[src/hw/rtl/hyperloglog_register_sketch_top_defines.svh]
// Assertion macros for the HyperLogLog register sketch.
// HLL_ASSERT checks a condition at every clock edge outside reset.
// HLL_ASSERT_NEXT checks that a condition holds in the cycle after another.
`ifndef HYPERLOGLOG_REGISTER_SKETCH_TOP_DEFINES_SVH
`define HYPERLOGLOG_REGISTER_SKETCH_TOP_DEFINES_SVH
`ifndef SYNTHESIS
`define HLL_ASSERT(label, ck, rn, prop) \
    label: assert property (@(posedge ck) disable iff (!rn) (prop)) \
        else $error("hll: assertion failed");
`define HLL_ASSERT_NEXT(label, ck, rn, ante, cons) \
    label: assert property (@(posedge ck) disable iff (!rn) (ante) |=> (cons)) \
        else $error("hll: assertion failed");
`else
`define HLL_ASSERT(label, ck, rn, prop)
`define HLL_ASSERT_NEXT(label, ck, rn, ante, cons)
`endif
`endif

[src/hw/rtl/hll_pkg.sv]
`default_nettype none

package hll_pkg;

    localparam int OPCODE_W  = 2;
    localparam int HASH_W    = 64;
    localparam int INDEX_W   = 14;
    localparam int RANK_W    = 6;
    localparam int SUM_W     = 63;
    localparam int ZCOUNT_W  = 15;
    localparam int FRAC_BITS = 48;

    localparam logic [SUM_W-1:0]    SUM_MAX    = {SUM_W{1'b1}};
    localparam logic [ZCOUNT_W-1:0] ZCOUNT_MAX = {ZCOUNT_W{1'b1}};

    typedef enum logic [OPCODE_W-1:0] {
        OP_INSERT    = 2'd0,
        OP_MERGE     = 2'd1,
        OP_READ      = 2'd2,
        OP_SUMMARIZE = 2'd3
    } opcode_t;

    typedef enum logic [2:0] {
        BK_CLEAR,
        BK_IDLE,
        BK_EXEC,
        BK_SUM_RUN,
        BK_SUM_LAST
    } back_state_t;

    function automatic logic [3:0] lead_zeros8(input logic [7:0] v);
        logic [3:0] n;
        n = 4'd8;
        for (int i = 0; i < 8; i++)
        begin
            if (v[i])
            begin
                n = 4'(7 - i);
            end
        end
        return n;
    endfunction

    // Leading zeros of a 64-bit word, found per byte and then per word.
    function automatic logic [6:0] lead_zeros64(input logic [63:0] v);
        logic [6:0] n;
        logic [7:0] b;
        n = 7'd64;
        for (int k = 7; k >= 0; k--)
        begin
            b = v[63 - 8 * k -: 8];
            if (|b)
            begin
                n = 7'(8 * k) + 7'(lead_zeros8(b));
            end
        end
        return n;
    endfunction

endpackage

`default_nettype wire

[src/hw/rtl/hll_front.sv]
`default_nettype none

module hll_front #(
    parameter int PRECISION = 14
) (
    input  logic                          push,
    output logic                          full,
    input  logic [hll_pkg::OPCODE_W-1:0]  opcode,
    input  logic [hll_pkg::HASH_W-1:0]    hash_value,
    input  logic [hll_pkg::INDEX_W-1:0]   reg_index,
    input  logic [hll_pkg::RANK_W-1:0]    reg_value,
    input  logic                          q_full,
    input  logic                          clearing,
    output logic                          q_push,
    output hll_pkg::opcode_t              q_op,
    output logic [PRECISION-1:0]          q_addr,
    output logic [hll_pkg::RANK_W-1:0]    q_val
);
    import hll_pkg::*;

    opcode_t                       op;
    logic [HASH_W-1:0]             rest;
    logic [6:0]                    lz;
    logic [RANK_W-1:0]             rank;
    logic [INDEX_W+PRECISION-1:0]  index_ext;

    assign op     = opcode_t'(opcode);
    assign full   = q_full || clearing;
    assign q_push = push && !full;

    // The bits below the register index decide the rank; all zero gives the top rank.
    assign rest = hash_value << PRECISION;
    assign lz   = lead_zeros64(rest);
    assign rank = (rest == '0) ? RANK_W'(HASH_W + 1 - PRECISION) : RANK_W'(lz + 7'd1);

    assign index_ext = {{PRECISION{1'b0}}, reg_index};

    always_comb
    begin
        q_op = op;
        if (op == OP_INSERT)
        begin
            q_addr = hash_value[HASH_W-1 -: PRECISION];
            q_val  = rank;
        end
        else
        begin
            q_addr = index_ext[PRECISION-1:0];
            q_val  = reg_value;
        end
    end

endmodule

`default_nettype wire

[config.mk]
export PLATFORM = sky130hd
export DESIGN_NAME = hll_front
export DESIGN_NICKNAME = d
export VERILOG_FILES = /design/src/hw/rtl/hyperloglog_register_sketch_top_defines.svh /design/src/hw/rtl/hll_pkg.sv /design/src/hw/rtl/hll_front.sv
export SDC_FILE = /design/constraint.sdc
export NUM_CORES = 1
export LEC_CHECK = 0
export BUFFER_PORTS_ARGS = -buffer_cell sky130_fd_sc_hd__buf_2
export CAP_MARGIN = 15
export CORE_AREA = 8 8 63 65
export DETAILED_ROUTE_END_ITERATION = 10
export DIE_AREA = 0 0 71 73
export PLACE_DENSITY_LB_ADDON = 0.1
export SLEW_MARGIN = 10
export SYNTH_ARGS = -nofsm -noshare
export SYNTH_HDL_FRONTEND = slang
export SYNTH_SLANG_ARGS = --single-unit
[constraint.sdc]
create_clock -name vclk -period 4.9
set_input_delay 0.735 -clock vclk [all_inputs]
set_output_delay 0.735 -clock vclk [all_outputs]
set_load 0.02 [all_outputs]
## Yosys cells after proc, flatten, opt, wreduce, memory -nomap -nowiden

Index checks and enable logic that the tools add are counted.

| storage, ports and cells | value |
|---|---|
| register bits after elaboration | 0 |
| input bits | 89 |
| output and inout bits | 24 |
| word-level logic and storage cells | 85 |

| cells by class | value |
|---|---|
| $add $sub $neg | 7 |
| mux-type cells | 66 |
| reduce and logical (&&, ||, !) cells | 12 |

Operators with widths:

| kind | count |
|---|---|
| $mux 4 | 56 |
| $logic_not 64->1 | 1 |
| $mux 6 | 9 |
| $reduce_or 8->1 | 6 |
| $add 6x4->6 const A | 3 |
| $mux 14 | 1 |
| $add 5x4->6 const A | 2 |
| $add 6x1->6 const B | 1 |
| $add 4x4->5 const A | 1 |
| $logic_not 2->1 | 1 |
| $reduce_or 2->1 | 1 |
| $logic_and 1x1->1 | 1 |
| $logic_not 1->1 | 1 |
| $logic_or 1x1->1 | 1 |

## Longest topological paths before layout

| depth | value |
|---|---|
| depth after elaboration | 19 |
| depth in mapped cells | 10 |
| mapped depth without buffers | 10 |

## Worst setup path after synthesis

OpenSTA, ideal clock, no wires.

| timing path | value |
|---|---|
| path type | input to output |
| start point | in hash_value[7] (netlist bit) |
| end point | out q_val[4] (netlist bit) |
| arrival | 2.739 ns |
| data required time | 4.165 ns |
| slack | 1.426 ns |
| stages on the path | 10 |
| path buffers | 0 |
| path through | or4_4 > nand2b_4 > nor3b_1 > o311ai_1 > a31oi_2 > nor2b_1 > ha_1 > nand3_1 > xor2_1 > o22a_1 |

| on the way | value |
|---|---|
| word-level cells in the longest chain between the ends | 14 |
| elaborated cells on any way between the ends | 16 |
| those cells by class | 2 x add/sub; 12 x mux; 2 x reduce/logical |

Ends and longest elaborated chain:

| what | line | source |
|---|---|---|
| from (decl) | hll_front.sv:9 | `input logic [hll_pkg::HASH_W-1:0] hash_value,` |
| $mux 4 (3 in series) | hll_pkg.sv:36 | `if (v[i])` |
| $mux 4 | hll_pkg.sv:52 | `if (\|b)` |
| $add 6x4->6 | hll_pkg.sv:54 | `n = 7'(8 * k) + 7'(lead_zeros8(b));` |
| $mux 6 (6 in series) | hll_pkg.sv:52 |  |
| $add 6x1->6 | hll_front.sv:34 | `assign rank = (rest == '0) ? RANK_W'(HASH_W + 1 - PRECISION) : RANK_W'(lz + 7'd1);` |
| $mux 6 (*) | hll_front.sv:34 |  |
| $mux 6 (*) | hll_front.sv:41 | `if (op == OP_INSERT)` |
| to (decl) | hll_front.sv:17 | `output logic [hll_pkg::RANK_W-1:0] q_val` |

Every way passes the cells marked *; elsewhere a longest branch is shown, timed or not. The select of a mux whose other input is x is not followed.

## Worst setup path in the final report

Ends and elaborated chain as after synthesis.

==> impl_metrics.toml <==
[logic_synthesis]
syn_inst = 144
yosysUniqueCellTypes = 46
synth.yosys.warnings = 0
synth.top_cell.area_share_pct = 15.6
yosysSeqAreaShare_pct = 0
syn-num-nets = 234
netlist_area_um2 = 1010
synth_area_leaders = "mux2_2, nor2_1, a21oi_1, nand2b_1, nor4_4"
syn_avg_cell_area_um2 = 7.03
synth_top_area_cell = "mux2_2"

[power]
clockPowerShare_pct = 0
p_int_w = 0.0000602
combPwrFrac_pct = 100.0
powerDensity_nw_per_um2 = 78.2
sw_frac_of_total_pct = 52.1
peakVddDrop_mv = 0.0465
power.switching_w = 0.0000656
leakagePower_nw = 0.792
seqPwrFrac_pct = 0

[setup_path]
cp.arrival_ns = 3.05
crit_fanout = 5
path_class = "in2out"
end_kind = "primary output"
start_kind = "input port"
critical_path_required_ns = 4.16

[floorplanning]
core_um2 = 2950
io-pin-count = 113
die_w_um = 71
placementRows = 20
die_y_um = 73
initial_utilization_pct = 34.3
dieArea_um2 = 5180

[global_route]
grt_usage_pct = 14.3
antenna_found_initial = 0
grt_pass1_vias = 1470
grt.overflow.total = 0
grt_max_degree = 12
grt_pass1_wl_mm = 6.47

[final_layout]
antenna_cells = 0
register_area_um2 = 0
layout.nets = 347
layout_commonest_cell = "buf_2"
final_cell_mix = "buf_2, nor2_1, mux2_2, a21oi_1, inv_1"
drive_gt1_share_pct = 55.3
area_growth_pct = 58.8
clock_buffers = 0
seq_cells = 0

[route]
initialDrtViolationCount = 62
final_antenna_net_count = 0
wl_per_cell_um = 14.2
dr.pass1.iters = 4
post-route-drc-count = 0
vias_per_cell = 5.14
wl_mm = 4.09
vias = 1480

[sta]
fin_crit_ns = 3.78
worst_pin_slew_ns = 0.930
timing.fmax_mhz = 264
max_slew_margin_pct = 37.8
tns_ns = 0
grt_setup_unrepaired = "no"
setup_viol = 0
hold_viol = 0
period_share_pct = 77.2
drv_slew = 0
holdWs_ns = 1.72

[worst_hold_path]
hp-class = "in2out"
min_to = "q_op[1]"
holdCritStartpoint = "opcode[1]"
min_path_cells = 2

[placement]
dpl.hpwl_mm = 3.76
gp_congestion = 0.789
port_buffers = 113

[flow_run]
max-cap-violations = 0

[cts]
postCtsSetupRepairBufs = 0
cts_resized = 0
cts_hold_buf = 0

[outcome]
outcome = "finished, final reports clean"
-- cells by family (layout without fill, tap and decap cells) --
logic type / count (synthesis) / after routing / share of synthesized area (%)
buffers and inverters: 11 / 122 / 4.82
multiplexers: 14 / 14 / 15.6
AND/OR/NAND/NOR: 73 / 73 / 43.4
adder cells (fa/ha/maj): 1 / 1 / 1.24
XOR/XNOR: 2 / 2 / 1.73
AO/OA/AOI/OAI: 43 / 43 / 33.3
-- power groups by stage --
| stage | combinational [W] | sequential, W | clock (W) |
|---|---|---|---|
| 2_1_floorplan | 0.0000625 | 0 | 0 |
| 3_3_place_gp | 0.000126 | 0 | 0 |
| 3_5_place_dp | 0.000127 | 0 | 0 |
| 4_1_cts | 0.000127 | 0 | 0 |
| 5_1_grt | 0.000138 | 0 | 0 |
| 6_report | 0.000126 | 0 | 0 |
-- synth_stat cells, types with 4 or more instances --
cell type	count
nor2_1	25
nand2_1	6
nor4_1	4
o21ai_0	5
mux2_2	14
inv_1	8
a21oi_1	10
nand2b_1	7
-- how the worst max path moves through the flow --
stage,from,depth (start not counted),endpoint,slack [ns]
2_1_floorplan,hash_value[7],10,q_val[4],1.43
3_3_place_gp,hash_value[7],12,q_val[4],1.14
3_5_place_dp,hash_value[7],12,q_val[4],1.11
4_1_cts,hash_value[7],12,q_val[4],1.10
5_1_grt,hash_value[7],12,q_val[4],0.95
6_report,hash_value[7],12,q_val[4],1.12
-- area by class of cell --
cell class	instances	area, µm²
inverters	8	30.0
fillers	330	1350
multi-input cells	133	963
repair buffers	114	573
well taps	33	41.3
-- metrics by stage --
stage               area [µm²]  util, %  instances  power [W]  setup WS (ns)
global placement          1610     54.4        288   0.000126           1.14
global route              1610     54.4        288   0.000138          0.949
finish                    1610     54.4        288   0.000126           1.12
detailed placement        1610     54.4        288   0.000127           1.11
floorplan                 1010        -        144  0.0000625           1.43
CTS                       1610     54.4        288   0.000127           1.10
-- layer usage --
metal	global-route usage [%]	vias to the layer above	share of wire, %	wire length, µm
met5	0	-	0	0
met4	1.15	0	0.34	14
met3	2.61	2	5.1	208
met2	26.1	47	52	2140
met1	17.4	650	42	1720
li1	-	781	-	-
-- worst max-delay path, cell delays in order --
cell,delay [ns]
buf_2,0.12
or4_4,0.53
nand2b_4,0.16
nor3b_1,0.19
o311ai_1,0.14
a31oi_2,0.26
nor2b_1,0.17
ha_1,0.19
nand3_1,0.09
xor2_1,0.16
o22a_1,0.15
buf_2,0.16
Power figures use the tool's default switching activity.
