$ cat src/hw/rtl/hyperloglog_register_sketch_top_defines.svh
// Assertion macros for the HyperLogLog register sketch.
// HLL_ASSERT checks a condition at every clock edge outside reset.
// HLL_ASSERT_NEXT checks that a condition holds in the cycle after another.
`ifndef HYPERLOGLOG_REGISTER_SKETCH_TOP_DEFINES_SVH
`define HYPERLOGLOG_REGISTER_SKETCH_TOP_DEFINES_SVH
`ifndef SYNTHESIS
`define HLL_ASSERT(label, ck, rn, prop) \
    label: assert property (@(posedge ck) disable iff (!rn) (prop)) \
        else $error("hll: assertion failed");
`define HLL_ASSERT_NEXT(label, ck, rn, ante, cons) \
    label: assert property (@(posedge ck) disable iff (!rn) (ante) |=> (cons)) \
        else $error("hll: assertion failed");
`else
`define HLL_ASSERT(label, ck, rn, prop)
`define HLL_ASSERT_NEXT(label, ck, rn, ante, cons)
`endif
`endif

$ cat src/hw/rtl/hll_queue.sv
`default_nettype none

module hll_queue #(
    parameter int WIDTH = 8,
    parameter int DEPTH = 2
) (
    input  logic             clk,
    input  logic             rst_n,
    input  logic             wr_en,
    input  logic [WIDTH-1:0] wr_data,
    output logic             q_full,
    output logic             q_valid,
    input  logic             rd_en,
    output logic [WIDTH-1:0] rd_data
);
    localparam int AW = $clog2(DEPTH);

    logic [WIDTH-1:0] data_reg [DEPTH];
    logic [AW-1:0]    wr_ptr_reg;
    logic [AW-1:0]    wr_ptr_next;
    logic [AW-1:0]    rd_ptr_reg;
    logic [AW-1:0]    rd_ptr_next;
    logic [AW:0]      count_reg;
    logic [AW:0]      count_next;

    assign q_full  = (count_reg == (AW + 1)'(DEPTH));
    assign q_valid = (count_reg != '0);
    assign rd_data = data_reg[rd_ptr_reg];

    always_comb
    begin
        wr_ptr_next = wr_en ? wr_ptr_reg + 1'b1 : wr_ptr_reg;
        rd_ptr_next = rd_en ? rd_ptr_reg + 1'b1 : rd_ptr_reg;
        count_next  = count_reg;
        if (wr_en && !rd_en)
        begin
            count_next = count_reg + 1'b1;
        end
        else if (rd_en && !wr_en)
        begin
            count_next = count_reg - 1'b1;
        end
    end

    always_ff @(posedge clk or negedge rst_n)
    begin
        if (!rst_n)
        begin
            wr_ptr_reg <= '0;
            rd_ptr_reg <= '0;
            count_reg  <= '0;
        end
        else
        begin
            wr_ptr_reg <= wr_ptr_next;
            rd_ptr_reg <= rd_ptr_next;
            count_reg  <= count_next;
        end
    end

    always_ff @(posedge clk)
    begin
        if (wr_en)
        begin
            data_reg[wr_ptr_reg] <= wr_data;
        end
    end

endmodule

`default_nettype wire

$ cat config.mk
export PLATFORM = sky130hd
export DESIGN_NAME = hll_queue
export DESIGN_NICKNAME = d
export VERILOG_FILES = /design/src/hw/rtl/hyperloglog_register_sketch_top_defines.svh /design/src/hw/rtl/hll_queue.sv
export SDC_FILE = /design/constraint.sdc
export NUM_CORES = 1
export LEC_CHECK = 0
export BUFFER_PORTS_ARGS = -buffer_cell sky130_fd_sc_hd__buf_2
export CORE_MARGIN = 2
export CORE_UTILIZATION = 43
export DETAILED_ROUTE_END_ITERATION = 8
export PLACE_DENSITY = 0.77
export SLEW_MARGIN = 20
export SYNTH_ARGS = -nofsm -noshare
export SYNTH_HDL_FRONTEND = slang
export SYNTH_SLANG_ARGS = --single-unit
$ cat constraint.sdc
create_clock -name clk -period 1.7 [get_ports clk]
set_input_delay 0.17 -clock clk [delete_from_list [all_inputs] [get_ports clk]]
set_output_delay 0.17 -clock clk [all_outputs]
set_load 0.02 [all_outputs]
# Word level (Yosys, flattened, before mapping)
# Memory sizes are Yosys's and may differ from the RTL's.
# Index checks and enable logic that the tools add are counted.
# word_totals
n_memories,1
reg_bits,4
out_inout_bits,10
ramBits,16
elab_cells,19
# mem_list
name,depth,width,read_ports,rd_clocked_by_memory_dff,write_ports,line_no,rtl
data_reg,2,8,1,0,1,hll_queue.sv:18,logic [WIDTH-1:0] data_reg [DEPTH];
# classes
n_reduce_logical,6
eq_ne,1
mux,4
add_sub_neg,4
# op_table
cell,count
2-bit two-way mux,2
2-bit nonzero test,2
"1-bit adder, second input constant",2
"2-bit by 1-bit adder with 2-bit output, second input constant",1
"2-bit equality test, second input constant",1
1-bit logical AND,2
1-bit logical NOT,2
1-bit two-way mux,2
"2-bit by 1-bit subtractor with 2-bit output, second input constant",1

# Depth between registers and ports, before layout
# Gate-level depths: netlist (run 1).
# depth
ltp_word,4
ltp_mapped,5
depth_no_buf,5

# Least setup slack after synthesis (run 1)
# Ideal clock, no wire load.
# synth_path
kind,register to register
start,register wr_ptr_reg
end,"memory data_reg[0][0], enable pin"
n_path_buf,0
path_slack_ns,0.538
arrival_ns,0.789
stages_incl_launch_ff,2
setup_time_ns,0.373
t_required_ns,1.327
synth_period_minus_slack_ns,1.162
path_cell_list,dfrtp_1 nor2b_1
# synth_lines
item,line_no,rtl
start: declaration,hll_queue.sv:19,logic [AW-1:0] wr_ptr_reg;
start signal: assignment,hll_queue.sv:55,wr_ptr_reg <= wr_ptr_next;
end: declaration,hll_queue.sv:18,
# Straight into the memory's write port.

# Worst setup path after layout (run 1)
# layout_path
start,register rd_ptr_reg
end,output rd_data[0]
# layout_via
elab_chain_cells,1
# layout_lines
item,line_no,rtl
start: declaration,hll_queue.sv:21,logic [AW-1:0] rd_ptr_reg;
start signal: assignment,hll_queue.sv:56,rd_ptr_reg <= rd_ptr_next;
memory 2 x 8 bit,n/a,
end: declaration,hll_queue.sv:14,output logic [WIDTH-1:0] rd_data
# Every way passes these cells.

==> results of run 1 <==
## cell type report
cell class | instances | area, um2
fill | 141 | 758
sequential | 20 | 581
multi-input combinational | 19 | 178
timing repair buffer | 24 | 130
tap | 25 | 31.3
clock buffer | 3 | 22.5
clock inverter | 1 | 3.75
inverter | 1 | 3.75
## cells in the final DEF, fill, tap and decap left out, types with 2 or more instances in the layout
cell type  synthesis  routed
clkbuf_4           0       3
mux2_2             8       8
edfxtp_1          16      16
buf_2              0      21
xor2_1             4       4
dfrtp_1            4       4
buf_4              0       2
## per-layer routing
metal,up-vias,GRT usage [%],share of wire (%)
met2,12,17.2,49
met4,0,8.57,1.4
met1,192,16.0,45
met5,-,0,0
met3,2,3.53,4.6
li1,201,-,-
## power groups by stage
stage / logic (mW) / clock network, mW / registers, mW
6_report: 0.505 / 0.217 / 0.755
2_1_floorplan: 0.409 / 0 / 0.717
4_1_cts: 0.513 / 0.224 / 0.759
3_3_place_gp: 0.499 / 0 / 0.762
3_5_place_dp: 0.510 / 0 / 0.770
5_1_grt: 0.548 / 0.243 / 0.774
## cell usage after synthesis
master	number	share of area, %
nor2_1	1	0.48
and2b_2	1	1.1
ha_1	1	1.6
xor2_1	4	4.5
inv_1	1	0.48
dfrtp_1	4	13
or2_2	1	0.81
and2_1	1	0.81
nor2b_1	1	0.81
buf_6	1	1.5
mux2_2	8	12
edfxtp_1	16	62
xnor2_1	1	1.1
## cell families after synthesis
| family | share of synthesized area (%) |
|---|---|
| flops | 75.1 |
| mux | 11.7 |
| xor+xnor | 5.66 |
| simple gates | 4.05 |
| buf+inv | 1.94 |
| fa+ha+maj | 1.62 |
## path summary, 6_finish.rpt
check | cells after the start | start | to
max in group asynchronous | 2 | rst_n | rd_ptr_reg
worst max register to register | 1 | wr_ptr_reg | data_reg[1][6]
worst max-delay path | 2 | rd_ptr_reg | rd_data[0]
worst min register to register | 1 | count_reg[1] | count_reg[1]
worst min-delay path | 1 | wr_data[3] | data_reg[1][3]
min in group asynchronous | 2 | rst_n | count_reg[0]
## repair_timing
| action | 4_1_cts | 5_1_grt |
|---|---|---|
| hold buffers | 1 | 0 |
| gates resized for setup | 0 | 0 |
| hold endpoints to repair | 4 | 0 |
==> results.py, run 1 <==
metrics = {
    "power_and_ir_drop": {
        "p_clk_share_pct": 14.7,
        "peakVddDrop_v": 0.000783,
        "netSwitchingPower_uw": 489,
        "switching_share_pct": 33.1,
        "power_mw": 1.48,
        "p_per_area_nw_per_um2": 1560,
        "cellLeakagePower_nw": 0.389,
        "p_int_uw": 989,
        "power_frac_comb_pct": 34.2,
        "pwr-share-seq_pct": 51.1,
    },
    "final_layout": {
        "instances_no_fill": 93,
        "area_growth_pct": 22.8,
        "largest_reg_flops": 16,
        "final_nets": 82,
        "fin_util_pct": 55.6,
        "n_antenna_cell": 0,
        "drive_gt1_share_pct": 52.9,
        "final_area_um2": 950,
    },
    "detailed_routing": {
        "vias_per_cell": 4.38,
        "dr_total_vias": 407,
        "dr.pass1.iters": 2,
        "wire_per_inst_um": 12.5,
        "routed_wl_mm": 1.16,
        "drc_errors": 0,
        "drtIter0Drc": 1,
        "ant_nets": 0,
    },
    "yosys": {
        "yosys_warnings": 0,
        "synth_cells": 41,
        "seq_area_frac_synth_pct": 75.1,
        "ys_ff_latch": 20,
        "ys_types": 13,
        "synth.avg_cell_area_um2": 18.9,
        "synth_nets": 54,
        "netlist_area_um2": 773,
    },
    "global_route": {
        "track_usage_pct": 12.2,
        "grt_pass1_vias": 381,
        "grt_pass1_wl_mm": 1.66,
        "grt_max_degree": 12,
        "antenna_found_initial": 0,
        "grt.overflow.total": 0,
    },
    "floorplanning": {
        "die_h_um": 46.4,
        "rows": 15,
        "core-area_um2": 1710,
        "die_area_um2": 2150,
        "die_x_um": 46.4,
        "start_util_pct": 45.3,
        "pin_count": 22,
    },
    "clock_network": {
        "cts-root-buf": "clkbuf_4",
        "cts-htree-levels": 1,
        "clk_latency_ns": 0.29,
        "post-cts-setup-buffers": 0,
        "cts_buffer_depth": 2,
        "path_clk_slew_ns": 0.11,
        "cts.sinks": 20,
        "numCtsBuffers": 3,
        "cts_tree": "yes",
    },
    "critical_path": {
        "required_ns": 1.53,
        "crit_fanout": 9,
        "cp_data_arrival_time_ns": 1.41,
        "worstSetupEndpointType": "output port",
        "r2r_setup_slack_ns": 0.63,
        "path_cells": "mux2_2, buf_2",
        "criticalPathCategory": "register to output port",
        "worst-path-buf-inv": 1,
        "critPathTopFamily": "flip-flops",
        "critPathSlowestCell": "dfrtp_1",
        "cpPeakStageDelay_ns": 0.59,
        "startpoint_type": "register",
    },
    "run": {
        "maxCapViolations": 0,
    },
    "placed_design": {
        "routabilityCongestion": 0.634,
        "postPlaceCellArea_um2": 913,
        "dp_slack_ns": 0.429,
        "dp.cells": 88,
        "port_buffers": 21,
    },
    "sta": {
        "skew_ns": 0.00402,
        "period_share_pct": 93.1,
        "worst_slew_pin_slew_ns": 0.386,
        "max-slew-margin-rel_pct": 74.3,
        "fin_ws_ns": 0.117,
        "period_needed_ns": 1.58,
        "rsz0062_at_grt": "false",
        "setup_tns_ns": 0,
        "drv_slew": 0,
        "hold_ws_ns": 0.0639,
        "finalSetupViolCount": 0,
        "hold_viol": 0,
        "fmax_ghz": 0.632,
    },
    "status": {
        "status": "complete, no violations",
    },
    "hold_path": {
        "hold_path_class": "input port to register",
    },
}
(Power assumes the default switching activity.)
==> run 2: changes to the inputs <==
--- a/config.mk
+++ b/config.mk
@@ -6,6 +6,7 @@
 export NUM_CORES = 1
 export LEC_CHECK = 0
 export BUFFER_PORTS_ARGS = -buffer_cell sky130_fd_sc_hd__buf_2
+export CAP_MARGIN = 15
 export CORE_MARGIN = 2
 export CORE_UTILIZATION = 43
 export DETAILED_ROUTE_END_ITERATION = 8
==> constraint.sdc (replaced) <==
create_clock -name clk -period 1.7 [get_ports clk]
set_input_delay 0 -clock clk [delete_from_list [all_inputs] [get_ports clk]]
set_output_delay 0 -clock clk [all_outputs]
set_load 0.02 [all_outputs]
==> results.py, run 2 (same netlist as run 1, synthesis figures left out) <==
metrics = {
    "floorplanning": {
        "rows": 15,
        "pin_count": 22,
        "start_util_pct": 45.3,
        "die_x_um": 46.4,
        "die_area_um2": 2150,
        "die_h_um": 46.4,
        "core-area_um2": 1710,
    },
    "final_layout": {
        "n_antenna_cell": 0,
        "largest_reg_flops": 16,
        "final_nets": 92,
        "final_common_cell": "buf_2",
        "drive_gt1_share_pct": 46.2,
        "final_area_um2": 1050,
        "instances_no_fill": 103,
        "layout_common_cells": "buf_2, edfxtp_1, dlygate4sd3_1, mux2_2",
        "fin_util_pct": 61.5,
        "area_growth_pct": 35.8,
    },
    "sta": {
        "finalSetupViolCount": 0,
        "period_needed_ns": 1.41,
        "period_share_pct": 83.2,
        "fin_ws_ns": 0.286,
        "hold_viol": 0,
        "skew_ns": 0.00494,
        "drv_slew": 0,
        "setup_tns_ns": 0,
        "hold_ws_ns": 0.0260,
        "max-slew-margin-rel_pct": 74.6,
        "worst_slew_pin_slew_ns": 0.381,
        "fmax_ghz": 0.707,
        "rsz0062_at_grt": "false",
    },
    "critical_path": {
        "reg2reg_depth": 1,
        "path_depth": 2,
        "r2r_setup_slack_ns": 0.62,
        "criticalPathCategory": "register to output port",
        "worstSetupEndpointType": "output port",
        "cp_data_arrival_time_ns": 1.41,
        "rr_endpoint": "data_reg[1][6]",
        "cpPeakStageDelay_ns": 0.58,
        "crit_start": "rd_ptr_reg",
        "setup.worst_path.end": "rd_data[0]",
        "critPathTopFamily": "flip-flops",
        "crit_fanout": 9,
        "path_cells": "mux2_2, buf_2",
        "critPathSlowestCell": "dfrtp_1",
        "required_ns": 1.70,
        "startpoint_type": "register",
        "worst-path-buf-inv": 1,
        "worstReg2RegStart": "wr_ptr_reg",
    },
    "placed_design": {
        "dp_slack_ns": 0.599,
        "dp.cells": 88,
        "port_buffers": 21,
        "postPlaceCellArea_um2": 913,
        "routabilityCongestion": 0.634,
    },
    "power_and_ir_drop": {
        "p_per_area_nw_per_um2": 1430,
        "peakVddDrop_v": 0.000782,
        "cellLeakagePower_nw": 0.431,
        "power_mw": 1.50,
    },
    "detailed_routing": {
        "wire_per_inst_um": 11.9,
        "routed_wl_mm": 1.22,
        "dr.pass1.iters": 4,
        "ant_nets": 0,
        "drc_errors": 0,
        "drtIter0Drc": 5,
        "vias_per_cell": 4.37,
        "dr_total_vias": 450,
    },
    "status": {
        "status": "complete, no violations",
    },
    "clock_network": {
        "numCtsBuffers": 3,
        "cts_resized": 0,
        "path_clk_slew_ns": 0.10,
        "cts-root-buf": "clkbuf_4",
        "cts.sinks": 20,
        "cts_tree": "yes",
        "clk_latency_ns": 0.29,
        "post-cts-setup-buffers": 0,
        "cts-htree-levels": 1,
        "cts_buffer_depth": 2,
    },
    "global_route": {
        "grt.overflow.total": 0,
        "grt_pass1_wl_mm": 1.80,
        "antenna_found_initial": 0,
        "track_usage_pct": 13.4,
        "grt_pass1_vias": 426,
        "grt_max_degree": 12,
    },
    "hold_path": {
        "hold_path_class": "input port to asynchronous set/reset pin",
    },
    "run": {
        "maxCapViolations": 0,
    },
}
-- run 2: how the worst min path moves through the flow --
| stage | startpoint | end | slack (ns) | cells past startpoint |
|---|---|---|---|---|
| after CTS | rst_n | count_reg[0] | 0.02 | 2 |
| after detailed placement | rst_n | count_reg[0] | -0.19 | 1 |
| final | rst_n | count_reg[0] | 0.03 | 2 |
| after global routing | rst_n | count_reg[0] | 0.03 | 2 |
| after floorplan | rst_n | count_reg[0] | -0.30 | 0 |
| after global placement | rst_n | count_reg[0] | -0.19 | 1 |
-- run 2: final cells by class --
type | instances | area (um2)
Tap cell | 25 | 31.3
Clock buffer | 3 | 22.5
Multi-Input combinational cell | 19 | 178
Timing Repair Buffer | 34 | 230
Clock inverter | 1 | 3.75
Inverter | 1 | 3.75
Sequential cell | 20 | 581
Fill cell | 129 | 658
-- run 2: metal layers --
metal | part of all wire [%] | global-route usage, % | up-vias
li1 | - | - | 225
met1 | 44 | 16.5 | 209
met4 | 1.2 | 8.57 | 0
met2 | 51 | 20.6 | 14
met3 | 4.0 | 3.53 | 2
met5 | 0 | 0 | -
-- run 2: timing repair --
action,in CTS,in global routing
hold buffers,11,0
endpoints found under the hold margin,22,0
endpoints found under the setup margin,0,0
-- run 2: power breakdown --
group	switching [mW]	internal, mW	leakage (nW)
logic	0.270	0.254	0.219
clock network	0.133	0.0853	0.0154
registers	0.0896	0.665	0.197
==> run 3: changes to the inputs <==
==> constraint.sdc (replaced) <==
create_clock -name clk -period 1.48 [get_ports clk]
set_input_delay 0 -clock clk [delete_from_list [all_inputs] [get_ports clk]]
set_output_delay 0 -clock clk [all_outputs]
set_load 0.02 [all_outputs]
==> results.py, run 3 (same netlist as run 1, synthesis figures left out) <==
metrics = {
    "clock_network": {
        "post-cts-setup-buffers": 0,
        "cts-root-buf": "clkbuf_4",
        "path_clk_slew_ns": 0.11,
        "clk_latency_ns": 0.31,
        "numCtsBuffers": 3,
        "cts-htree-levels": 1,
        "cts_buffer_depth": 2,
        "cts.sinks": 20,
        "cts_tree": "yes",
    },
    "critical_path": {
        "worstSetupEndpointType": "output port",
        "criticalPathCategory": "register to output port",
        "cp_data_arrival_time_ns": 1.32,
        "crit_fanout": 9,
        "required_ns": 1.48,
        "startpoint_type": "register",
    },
    "detailed_routing": {
        "drc_errors": 0,
        "vias_per_cell": 4.35,
        "wire_per_inst_um": 12.0,
        "routed_wl_mm": 1.24,
        "drtIter0Drc": 2,
        "dr_total_vias": 448,
        "dr.pass1.iters": 2,
        "ant_nets": 0,
    },
    "sta": {
        "max-slew-margin-rel_pct": 75.6,
        "hold_viol": 0,
        "period_share_pct": 89.1,
        "worst_slew_pin_slew_ns": 0.367,
        "hold_ws_ns": 0.0187,
        "fin_ws_ns": 0.161,
        "fmax_ghz": 0.758,
        "skew_ns": 0.0107,
        "setup_tns_ns": 0,
        "finalSetupViolCount": 0,
        "period_needed_ns": 1.32,
        "drv_slew": 0,
        "rsz0062_at_grt": "false",
    },
    "global_route": {
        "grt.overflow.total": 0,
        "antenna_found_initial": 0,
        "track_usage_pct": 13.5,
        "grt_pass1_wl_mm": 1.83,
        "grt_max_degree": 13,
        "grt_pass1_vias": 400,
    },
    "final_layout": {
        "final_common_cell": "buf_2",
        "fill_cells": 138,
        "multi_input_area_um2": 178,
        "fin_util_pct": 63.1,
        "register_area_um2": 582,
        "final_nets": 92,
        "n_antenna_cell": 0,
        "drive_gt1_share_pct": 48.7,
        "layout_common_cells": "buf_2, edfxtp_1, dlygate4sd3_1, mux2_2, xor2_1",
        "instances_no_fill": 103,
        "largest_reg_flops": 16,
        "final_area_um2": 1080,
        "area_growth_pct": 39.3,
    },
    "placed_design": {
        "routabilityCongestion": 0.634,
        "dp_slack_ns": 0.385,
        "dp.cells": 88,
        "dp_hpwl_um": 822,
        "port_buffers": 21,
        "postPlaceCellArea_um2": 913,
    },
    "floorplanning": {
        "core-area_um2": 1710,
        "die_x_um": 46.4,
        "die_area_um2": 2150,
        "die_h_um": 46.4,
        "pin_count": 22,
        "rows": 15,
        "start_util_pct": 45.3,
    },
    "power_and_ir_drop": {
        "power_mw": 1.92,
        "p_per_area_nw_per_um2": 1780,
        "p_clk_share_pct": 23.4,
        "switching_share_pct": 30.6,
        "power_frac_comb_pct": 31.4,
        "cellLeakagePower_nw": 0.442,
        "netSwitchingPower_uw": 587,
        "pwr-share-seq_pct": 45.3,
        "p_int_mw": 1.33,
        "peakVddDrop_v": 0.00102,
    },
    "status": {
        "status": "complete, no violations",
    },
    "run": {
        "maxCapViolations": 0,
    },
    "hold_path": {
        "hold_path_class": "input port to asynchronous set/reset pin",
    },
}
run 3: changes by cell type in the layout (fill, tap and decap cells not counted):
| cell | change |
|---|---|
| bufinv_16 | +1 |
| clkinv_1 | -1 |
| dfrtp_1 | -1 |
| dfrtp_2 | +1 |
run 3: path summary, 6_finish.rpt:
path                            startpoint              to  slack, ns  cells after the start
worst max register to register  wr_ptr_reg  data_reg[1][6]       0.40                      1
worst min-delay path                 rst_n    count_reg[1]       0.02                      2
max in group asynchronous            rst_n      rd_ptr_reg       1.33                      2
min in group clk                wr_data[3]  data_reg[0][3]       0.41                      2
worst min register to register  wr_ptr_reg      wr_ptr_reg       0.50                      1
worst max-delay path            rd_ptr_reg      rd_data[6]       0.16                      2
run 3: what timing repair did:
item	CTS	global route
endpoints found under the hold margin	22	0
setup endpoints to repair	0	8
resized for setup	0	1
hold buffers	11	0
run 3: area by class of cell:
class / instances / area share [%]
Inverter: 1 / 0.348
Multi-Input combinational cell: 19 / 16.5
Clock inverter: 1 / 2.79
Sequential cell: 20 / 54.0
Clock buffer: 3 / 2.09
Timing Repair Buffer: 34 / 21.4
Tap cell: 25 / 2.90
run 3: critical path, cell delays in order, from the launching register on:
cell	delay (ns)
dfrtp_2	0.50
mux2_2	0.36
buf_2	0.16
run 3: per-layer routing:
metal / routed length [um] / track usage [%] / share of wire (%) / up-vias
li1: - / - / - / 221
met1: 537 / 16.5 / 43 / 208
met2: 593 / 20.0 / 48 / 15
met3: 62 / 3.92 / 5.0 / 4
met4: 42 / 10.3 / 3.4 / 0
met5: 0 / 0 / 0 / -
run 3: power by group through the flow:
stage | registers, mW | clock network, mW | logic (mW)
after global placement | 0.875 | 0 | 0.573
after CTS | 0.871 | 0.447 | 0.611
final | 0.869 | 0.449 | 0.602
after global routing | 0.893 | 0.476 | 0.647
after detailed placement | 0.884 | 0 | 0.585
after floorplan | 0.824 | 0 | 0.470
